File: config.mk
export PLATFORM = sky130hd
export DESIGN_NAME = i2c_master_byte_writer
export DESIGN_NICKNAME = d
export VERILOG_FILES = /design/src/rtl/core/i2cmbw_pkg.sv /design/src/rtl/core/i2cmbw_step.sv /design/src/rtl/core/i2c_master_byte_writer.sv
export VERILOG_INCLUDE_DIRS = /design/src /design/src/rtl/core
export SDC_FILE = /design/constraint.sdc
export NUM_CORES = 1
export LEC_CHECK = 0
export BUFFER_PORTS_ARGS = -buffer_cell sky130_fd_sc_hd__buf_2
export CORE_ASPECT_RATIO = 0.9
export CORE_UTILIZATION = 40
export CTS_CLUSTER_DIAMETER = 50
export DETAILED_ROUTE_END_ITERATION = 6
export PLACE_DENSITY = 0.56
export RECOVER_POWER = 100
export REMOVE_ABC_BUFFERS = 1
export SYNTH_ARGS = -nofsm -noshare
export SYNTH_HDL_FRONTEND = slang
export SYNTH_SLANG_ARGS = --single-unit
File: constraint.sdc
create_clock -name clk -period 4.57 [get_ports clk]
set_clock_uncertainty 0.2 [all_clocks]
set_input_delay 0.914 -clock clk [delete_from_list [all_inputs] [get_ports clk]]
set_output_delay 0.914 -clock clk [all_outputs]
set_load 0.1 [all_outputs]
File: src/rtl/core/i2c_master_byte_writer_assert.svh
// ----------------------------------------------------------------------------
// i2c_master_byte_writer assertion macros
// Shorthand for clocked checks, disabled while rst_n is low.
// ----------------------------------------------------------------------------
`ifndef I2C_MASTER_BYTE_WRITER_ASSERT_SVH
`define I2C_MASTER_BYTE_WRITER_ASSERT_SVH

// Same-cycle implication.
`define I2CMBW_ASSERT_NOW(lbl, ante, cons, msg) \
  lbl: assert property (@(posedge clk) disable iff (!rst_n) (ante) |-> (cons)) else $error(msg);

// Next-cycle implication.
`define I2CMBW_ASSERT_NEXT(lbl, ante, cons, msg) \
  lbl: assert property (@(posedge clk) disable iff (!rst_n) (ante) |=> (cons)) else $error(msg);

`endif

File: src/rtl/core/i2cmbw_pkg.sv
// ----------------------------------------------------------------------------
// i2cmbw_pkg
// Types and constants shared by the I2C byte writer.
// ----------------------------------------------------------------------------
`timescale 1ns / 1ps
`default_nettype none

package i2cmbw_pkg;

  localparam int unsigned BITS_PER_BYTE = 8;

  localparam logic [7:0] ADDR_RESET  = 8'h48;
  localparam logic [7:0] DELAY_RESET = 8'd1;
  localparam logic [3:0] DATA_HIGH_NIBBLE = 4'h1;

  localparam int unsigned CFG_IDX_W = 2;
  localparam logic [CFG_IDX_W-1:0] REG_ADDRESS_BYTE = 2'd0;
  localparam logic [CFG_IDX_W-1:0] REG_DELAY_TICKS  = 2'd1;

  localparam logic OP_TICK  = 1'b0;
  localparam logic OP_BEGIN = 1'b1;

  typedef enum logic [3:0] {
    PH_IDLE      = 4'd0,
    PH_START     = 4'd1,
    PH_LOW       = 4'd2,
    PH_SETUP     = 4'd3,
    PH_HWAIT     = 4'd4,
    PH_HHOLD     = 4'd5,
    PH_STOP_LOW  = 4'd6,
    PH_STOP_WAIT = 4'd7,
    PH_STOP_HIGH = 4'd8,
    PH_STOP_END  = 4'd9
  } phase_t;

  typedef struct packed {
    logic       opcode;
    logic [3:0] tone;
    logic       scl_sense;
    logic       sda_sense;
  } in_item_t;

  typedef struct packed {
    logic scl_release;
    logic sda_release;
    logic busy_res;
    logic no_ack;
    logic bus_fault;
    logic done_res;
  } out_item_t;

  typedef struct packed {
    phase_t     phase;
    logic [3:0] bit_count;
    logic [7:0] shift_byte;
    logic [7:0] second_byte;
    logic       byte_index;
    logic [7:0] wait_count;
    logic       nack_flag;
    logic       fault_flag;
    logic       scl_level;
    logic       sda_level;
  } seq_state_t;

  typedef struct packed {
    logic [7:0] address_byte;
    logic [7:0] delay_ticks;
  } cfg_regs_t;

endpackage

`default_nettype wire

File: src/rtl/core/i2cmbw_step.sv
// ----------------------------------------------------------------------------
// i2cmbw_step
// One tick of the bus sequencer: next state and result from current state.
// ----------------------------------------------------------------------------
`timescale 1ns / 1ps
`default_nettype none

module i2cmbw_step (
  input  var i2cmbw_pkg::seq_state_t st,
  input  var i2cmbw_pkg::cfg_regs_t  cfg,
  input  var i2cmbw_pkg::in_item_t   item,
  output     i2cmbw_pkg::seq_state_t st_nxt,
  output     i2cmbw_pkg::out_item_t  res
);

  localparam logic [3:0] BIT_LAST = 4'(i2cmbw_pkg::BITS_PER_BYTE);
  localparam logic [3:0] BIT_STOP = 4'(i2cmbw_pkg::BITS_PER_BYTE + 1);

  logic [7:0] dly_eff;
  logic       hold_done;
  logic [7:0] wait_held;
  logic       nack_acc;
  logic       bus_idle;

  // Shared hold counter: zero delay behaves as one.
  always_comb begin
    dly_eff   = (cfg.delay_ticks == 8'd0) ? 8'd1 : cfg.delay_ticks;
    hold_done = ({1'b0, st.wait_count} + 9'd1) >= {1'b0, dly_eff};
    wait_held = hold_done ? 8'd0 : st.wait_count + 8'd1;
    nack_acc  = st.nack_flag | item.sda_sense;
    bus_idle  = item.scl_sense & item.sda_sense;
  end

  // Next state
  always_comb begin
    st_nxt = st;
    unique case (st.phase)
      i2cmbw_pkg::PH_IDLE: begin
        st_nxt.scl_level = 1'b1;
        st_nxt.sda_level = 1'b1;
        if (item.opcode == i2cmbw_pkg::OP_BEGIN) begin
          st_nxt.nack_flag  = 1'b0;
          st_nxt.fault_flag = ~bus_idle;
          if (bus_idle) begin
            st_nxt.second_byte = {i2cmbw_pkg::DATA_HIGH_NIBBLE, item.tone};
            st_nxt.shift_byte  = cfg.address_byte;
            st_nxt.byte_index  = 1'b0;
            st_nxt.bit_count   = 4'd0;
            st_nxt.wait_count  = 8'd0;
            st_nxt.sda_level   = 1'b0;
            st_nxt.phase       = i2cmbw_pkg::PH_START;
          end
        end
      end
      i2cmbw_pkg::PH_START: begin
        st_nxt.wait_count = wait_held;
        if (hold_done) begin
          st_nxt.scl_level = 1'b0;
          st_nxt.phase     = i2cmbw_pkg::PH_LOW;
        end
      end
      i2cmbw_pkg::PH_LOW: begin
        st_nxt.wait_count = wait_held;
        if (hold_done) begin
          if (st.bit_count < BIT_LAST) begin
            st_nxt.sda_level = st.shift_byte[7];
            st_nxt.phase     = i2cmbw_pkg::PH_SETUP;
          end else if (st.bit_count == BIT_LAST) begin
            st_nxt.sda_level = 1'b1;
            st_nxt.phase     = i2cmbw_pkg::PH_SETUP;
          end else begin
            st_nxt.sda_level = 1'b0;
            st_nxt.phase     = i2cmbw_pkg::PH_STOP_LOW;
          end
        end
      end
      i2cmbw_pkg::PH_SETUP: begin
        st_nxt.wait_count = wait_held;
        if (hold_done) begin
          st_nxt.scl_level = 1'b1;
          st_nxt.phase     = i2cmbw_pkg::PH_HWAIT;
        end
      end
      i2cmbw_pkg::PH_HWAIT: begin
        // hold until the slave lets the clock go high
        if (item.scl_sense) begin
          st_nxt.wait_count = 8'd0;
          st_nxt.phase      = i2cmbw_pkg::PH_HHOLD;
        end
      end
      i2cmbw_pkg::PH_HHOLD: begin
        st_nxt.wait_count = wait_held;
        if (hold_done) begin
          if (st.bit_count < BIT_LAST) begin
            st_nxt.shift_byte = {st.shift_byte[6:0], 1'b0};
            st_nxt.bit_count  = st.bit_count + 4'd1;
          end else begin
            st_nxt.nack_flag = nack_acc;
            if (!nack_acc && !st.byte_index) begin
              st_nxt.byte_index = 1'b1;
              st_nxt.shift_byte = st.second_byte;
              st_nxt.bit_count  = 4'd0;
            end else begin
              st_nxt.bit_count = BIT_STOP;
            end
          end
          st_nxt.scl_level = 1'b0;
          st_nxt.phase     = i2cmbw_pkg::PH_LOW;
        end
      end
      i2cmbw_pkg::PH_STOP_LOW: begin
        st_nxt.wait_count = wait_held;
        if (hold_done) begin
          st_nxt.scl_level = 1'b1;
          st_nxt.phase     = i2cmbw_pkg::PH_STOP_WAIT;
        end
      end
      i2cmbw_pkg::PH_STOP_WAIT: begin
        if (item.scl_sense) begin
          st_nxt.wait_count = 8'd0;
          st_nxt.phase      = i2cmbw_pkg::PH_STOP_HIGH;
        end
      end
      i2cmbw_pkg::PH_STOP_HIGH: begin
        st_nxt.wait_count = wait_held;
        if (hold_done) begin
          st_nxt.sda_level = 1'b1;
          st_nxt.phase     = i2cmbw_pkg::PH_STOP_END;
        end
      end
      i2cmbw_pkg::PH_STOP_END: begin
        st_nxt.wait_count = wait_held;
        if (hold_done) begin
          st_nxt.phase = i2cmbw_pkg::PH_IDLE;
        end
      end
      default: begin
        st_nxt.phase      = i2cmbw_pkg::PH_IDLE;
        st_nxt.scl_level  = 1'b1;
        st_nxt.sda_level  = 1'b1;
        st_nxt.wait_count = 8'd0;
      end
    endcase
  end

  // Result
  always_comb begin
    res.scl_release = st_nxt.scl_level;
    res.sda_release = st_nxt.sda_level;
    res.busy_res    = (st_nxt.phase != i2cmbw_pkg::PH_IDLE);
    res.no_ack      = st_nxt.nack_flag;
    res.bus_fault   = st_nxt.fault_flag;
    res.done_res    = ((st.phase == i2cmbw_pkg::PH_IDLE) &&
                       (item.opcode == i2cmbw_pkg::OP_BEGIN) && !bus_idle) ||
                      ((st.phase == i2cmbw_pkg::PH_STOP_END) && hold_done);
  end

endmodule

`default_nettype wire

File: src/rtl/core/i2c_master_byte_writer.sv
// Tick-driven I2C master that writes an address byte and one tone byte.
// Input channel (in_valid/in_stall/in_data): each transfer is one sequencer
// tick carrying the opcode (plain tick or begin), the tone and the sampled
// SCL/SDA levels. Result channel (out_valid/out_stall/out_data): exactly one
// result per tick with the line releases and busy/no_ack/bus_fault/done.
// An accepted tick's result is in the output register in the next cycle;
// one tick is taken every cycle while the receiver does not stall, as the
// state update from sequencer state to result register is combinational.
// When the receiver stalls, the held result stays put and in_stall rises in
// the same cycle, so no tick is taken until the result is transferred.
// Configuration (cfg_valid/cfg_ready/cfg_index/cfg_data): index 0 is the
// address byte, index 1 the hold length in ticks; other indexes are dropped.
// cfg_ready is always high. Write only while the master is idle.
// Reset (synchronous, rst_n low): sequencer idle with both lines released,
// flags clear, address 0x48, hold length 1, no result pending.
// ----------------------------------------------------------------------------
// i2c_master_byte_writer
// Top level: config registers, sequencer state and the result register.
// ----------------------------------------------------------------------------
`timescale 1ns / 1ps
`default_nettype none

`include "i2c_master_byte_writer_assert.svh"

module i2c_master_byte_writer (
  input  wire                                       clk,
  input  wire                                       rst_n,
  input  wire                                       in_valid,
  output logic                                      in_stall,
  input  var i2cmbw_pkg::in_item_t                  in_data,
  output logic                                      out_valid,
  input  wire                                       out_stall,
  output     i2cmbw_pkg::out_item_t                 out_data,
  input  wire                                       cfg_valid,
  output logic                                      cfg_ready,
  input  wire [i2cmbw_pkg::CFG_IDX_W-1:0]           cfg_index,
  input  wire [7:0]                                 cfg_data
);

  i2cmbw_pkg::cfg_regs_t  cfg_r, cfg_nxt;
  i2cmbw_pkg::seq_state_t st_r, st_nxt;
  i2cmbw_pkg::seq_state_t st_step;
  i2cmbw_pkg::out_item_t  res_step;
  i2cmbw_pkg::out_item_t  out_data_r, out_data_nxt;
  logic                   out_valid_r, out_valid_nxt;
  logic                   in_take;

  assign cfg_ready = 1'b1;
  assign in_stall  = out_valid_r & out_stall;
  assign in_take   = in_valid & ~in_stall;
  assign out_valid = out_valid_r;
  assign out_data  = out_data_r;

  i2cmbw_step u_step (
    .st     (st_r),
    .cfg    (cfg_r),
    .item   (in_data),
    .st_nxt (st_step),
    .res    (res_step)
  );

  always_comb begin
    cfg_nxt = cfg_r;
    if (cfg_valid && cfg_ready) begin
      unique case (cfg_index)
        i2cmbw_pkg::REG_ADDRESS_BYTE: cfg_nxt.address_byte = cfg_data;
        i2cmbw_pkg::REG_DELAY_TICKS:  cfg_nxt.delay_ticks  = cfg_data;
        default: ;
      endcase
    end
  end

  always_comb begin
    st_nxt        = in_take ? st_step : st_r;
    out_data_nxt  = in_take ? res_step : out_data_r;
    // drop the result once transferred unless a new one replaces it
    out_valid_nxt = in_take | (out_valid_r & out_stall);
  end

  always_ff @(posedge clk) begin
    if (!rst_n) begin
      cfg_r.address_byte <= i2cmbw_pkg::ADDR_RESET;
      cfg_r.delay_ticks  <= i2cmbw_pkg::DELAY_RESET;
      st_r.phase         <= i2cmbw_pkg::PH_IDLE;
      st_r.bit_count     <= 4'd0;
      st_r.shift_byte    <= 8'd0;
      st_r.second_byte   <= 8'd0;
      st_r.byte_index    <= 1'b0;
      st_r.wait_count    <= 8'd0;
      st_r.nack_flag     <= 1'b0;
      st_r.fault_flag    <= 1'b0;
      st_r.scl_level     <= 1'b1;
      st_r.sda_level     <= 1'b1;
      out_valid_r        <= 1'b0;
    end else begin
      cfg_r       <= cfg_nxt;
      st_r        <= st_nxt;
      out_valid_r <= out_valid_nxt;
    end
  end

  always_ff @(posedge clk) begin
    out_data_r <= out_data_nxt;
  end

  `I2CMBW_ASSERT_NOW(a_idle_lines_released, out_valid_r && !out_data_r.busy_res, out_data_r.scl_release && out_data_r.sda_release, "lines driven while not busy")
  `I2CMBW_ASSERT_NOW(a_done_not_busy, out_valid_r && out_data_r.done_res, !out_data_r.busy_res, "done pulse while still busy")
  `I2CMBW_ASSERT_NOW(a_idle_wait_clear, st_r.phase == i2cmbw_pkg::PH_IDLE, st_r.wait_count == 8'd0, "hold counter left running in idle")
  `I2CMBW_ASSERT_NEXT(a_take_shows_result, in_take, out_valid_r, "accepted tick produced no result")

endmodule

`default_nettype wire

==> impl_metrics.tcl <==
set metrics [dict create \
    maxSlewHeadroom_pct 5.70 \
    io_pins 31 \
    fill_cells 785 \
    ir_drop_v 0.000153 \
    critPathKind "register to register" \
    worst_pin_slew_ns 1.41 \
    setup_viol 0 \
    p_clk_share_pct 43.7 \
    period_needed_ns 3.71 \
    finalHoldViolations 0 \
    grt_pass1_wl_um 12100 \
    numCtsBuffers 9 \
    wirelength_um 7290 \
    antenna_found_initial 0 \
    gr-total-overflow 0 \
    slew_violations 0 \
    min_path_type "register to register" \
    cp-start-kind "register" \
    die_w_um 96.5 \
    hpwlAfterDp_um 5070 \
    p_sw_mw 0.353 \
    swShare_pct 27.6 \
    ys.warnings.count 0 \
    holdBufCountCts 0 \
    clock.fmax_mhz 269 \
    total_power_mw 1.28 \
    avgSynthCellArea_um2 8.83 \
    antennaDiodeCount 0 \
    path_max_fanout 10 \
    synth_area_um2 3220 \
    post_cts_buffers 0 \
    design.die.area_um2 8400 \
    synth_cell_types 67 \
    die_h_um 87.1 \
    outcome "finished, final reports clean" \
    finalNetCount 419 \
    intPower_mw 0.925 \
    synthTopCellsByArea "dfxtp_1 (32%), mux2i_1 (7.8%), edfxtp_1 (5.6%)" \
    drive_gt1_share_pct 11.8 \
    first_iter_violations 144 \
    powerDensity_nw_per_um2 357 \
    portBuffers 29 \
    clk_latency_ns 0.34 \
    async_reset_ff_share_pct 0 \
    drc_errors 0 \
    fp.coreArea_um2 7660 \
    synthMostInstantiatedCell "dfxtp_1" \
    gp_congestion 0.798 \
    row_count 30 \
    grt.total_usage_pct 19.0 \
    min_period_over_period_pct 81.2 \
    initial_core_util_pct 42.0 \
    cts-htree-levels 3 \
    cts.path.max_buffers 2 \
    vias 2694 \
    synth_edf_count 6 \
    cts_tree "yes" \
    pwr-share-comb_pct 13.9 \
    wl_per_cell_um 15.0 \
    ys_ff_latch 57 \
    cts_resized 0 \
    path_clk_slew_ns 0.07 \
    ys_seq_area_share_pct 37.4 \
    worstSetupEndpointType "register" \
    arrival_ns 3.78 \
    syn_to_final_growth_pct 11.3 \
    grt_max_degree 31 \
    cellLeakagePower_nw 1.41 \
    fin_tns_setup_ns 0 \
    clock-sinks 57 \
    worstPathRequired_ns 4.64 \
    grt_pass1_vias 2430 \
    p_seq_share_pct 42.4 \
    yosysTopAreaCellShare_pct 31.8 \
    synthFlopType "dfxtp_1" \
    cts-root-buf "clkbuf_8" \
    routed_via_density 5.53 \
    rsz0062_at_grt "false" \
    yosys.area.top_type "dfxtp_1" \
    cap_violations 0 \
    synthCells 364 \
    drt-pass1-iter-count 5 \
    ant_nets 0 \
    netlist_top_cells_count "dfxtp_1 (51), nor2_1 (39), nand2_1 (27), mux2i_1 (25), o21ai_0 (22)" \
]
per-layer routing:
layer / GRT usage, % / part of all wire, % / up-vias
met5: 0 / 0 / -
met4: 6.68 / 1.4 / 0
met3: 4.45 / 4.6 / 9
met2: 27.3 / 43 / 61
met1: 27.3 / 51 / 1247
li1: - / - / 1377
cell type report:
| class | count | area, µm² | share of cell area (%) |
|---|---|---|---|
| clock buffer | 14 | 205 | 5.73 |
| clock inverter | 2 | 38.8 | 1.08 |
| inverter | 16 | 60.1 | 1.68 |
| multi-input combinational | 267 | 1790 | 50.1 |
| sequential | 57 | 1200 | 33.6 |
| tap | 96 | 120 | 3.36 |
| timing repair buffer | 35 | 161 | 4.51 |
metrics by stage:
stage,util (%),std cells,hold WS [ns],worst slack (ns),instance area (µm²)
floorplan,-,340,0.231,1.30,3100
global placement,44.5,471,0.250,1.24,3410
detailed placement,44.5,471,0.255,1.19,3410
CTS,47.7,487,0.275,1.16,3650
global route,46.7,487,0.306,0.551,3580
finish,46.7,487,0.280,0.859,3580
cells by family after synthesis:
group,Yosys count,share of synthesized area [%]
adder cells (fa/ha/maj),12,4.59
buffers and inverters,40,5.52
XOR/XNOR,7,1.91
other,1,0.117
AND/OR/NAND/NOR,125,20.5
flip-flops,57,37.4
multiplexers,25,7.78
AO/OA/AOI/OAI,97,22.3
worst paths after layout:
check | startpoint | end | slack, ns | cells past startpoint
worst max-delay path | st_r[4]$_SDFFE_PN0P_ | st_r[10]$_SDFFE_PN0P_ | 0.86 | 11
worst min-delay path | cfg_r[14]$_SDFFE_PN1P_ | cfg_r[14]$_SDFFE_PN1P_ | 0.28 | 2
worst max register to register | st_r[4]$_SDFFE_PN0P_ | st_r[10]$_SDFFE_PN0P_ | 0.86 | 11
worst min register to register | cfg_r[14]$_SDFFE_PN1P_ | cfg_r[14]$_SDFFE_PN1P_ | 0.28 | 2
cell usage in the layout, fill, tap and decap left out, types with 2 or more instances in the layout:
| cell | n |
|---|---|
| dfxtp_1 | 51 |
| nor2_1 | 39 |
| nand2_1 | 28 |
| mux2i_1 | 25 |
| o21ai_0 | 22 |
| buf_2 | 21 |
| a21oi_1 | 17 |
| inv_1 | 15 |
| clkbuf_1 | 14 |
| nand3_1 | 12 |
| ha_1 | 11 |
| clkbuf_8 | 11 |
| o31ai_1 | 7 |
| and3_1 | 6 |
| edfxtp_1 | 6 |
| a31oi_1 | 5 |
| or3_1 | 5 |
| nor3b_1 | 5 |
| nand2b_1 | 4 |
| xnor2_1 | 4 |
| nor2b_1 | 4 |
| a32o_1 | 4 |
| xor2_1 | 3 |
| nand4_1 | 3 |
| a21o_1 | 3 |
| a21boi_0 | 3 |
| nor3_1 | 3 |
| and2_1 | 3 |
| nand3b_1 | 3 |
| a22oi_1 | 3 |
| o311a_1 | 3 |
| o211ai_1 | 3 |
| a2bb2oi_1 | 3 |
| nor4_1 | 2 |
| o32ai_1 | 2 |
| a41o_1 | 2 |
| o41ai_1 | 2 |
| o21a_1 | 2 |
| o2bb2a_1 | 2 |
| clkbuf_16 | 2 |
flip-flops by register name, summed over array words and instances (netlist names):
name / cells
st_r: 34
out_valid: 1
cfg_r: 16
out_data: 6
power groups by stage:
stage,clock [mW],sequential (mW),combinational (mW)
floorplan,0,0.587,0.0987
global placement,0,0.553,0.186
detailed placement,0,0.553,0.185
CTS,0.568,0.542,0.186
global route,0.591,0.545,0.193
finish,0.558,0.542,0.178
critical path, cell delays in order (launching register included):
cell	delay (ns)
dfxtp_1	0.43
ha_1	0.28
and4_1	0.24
nand2_1	0.10
xnor2_1	0.15
ha_1	0.31
and3_1	0.18
a221oi_1	0.26
nand2_1	0.26
nor4_2	0.90
a31oi_1	0.16
o21ai_0	0.18
Note: power is estimated with default switching activity, not from simulation.
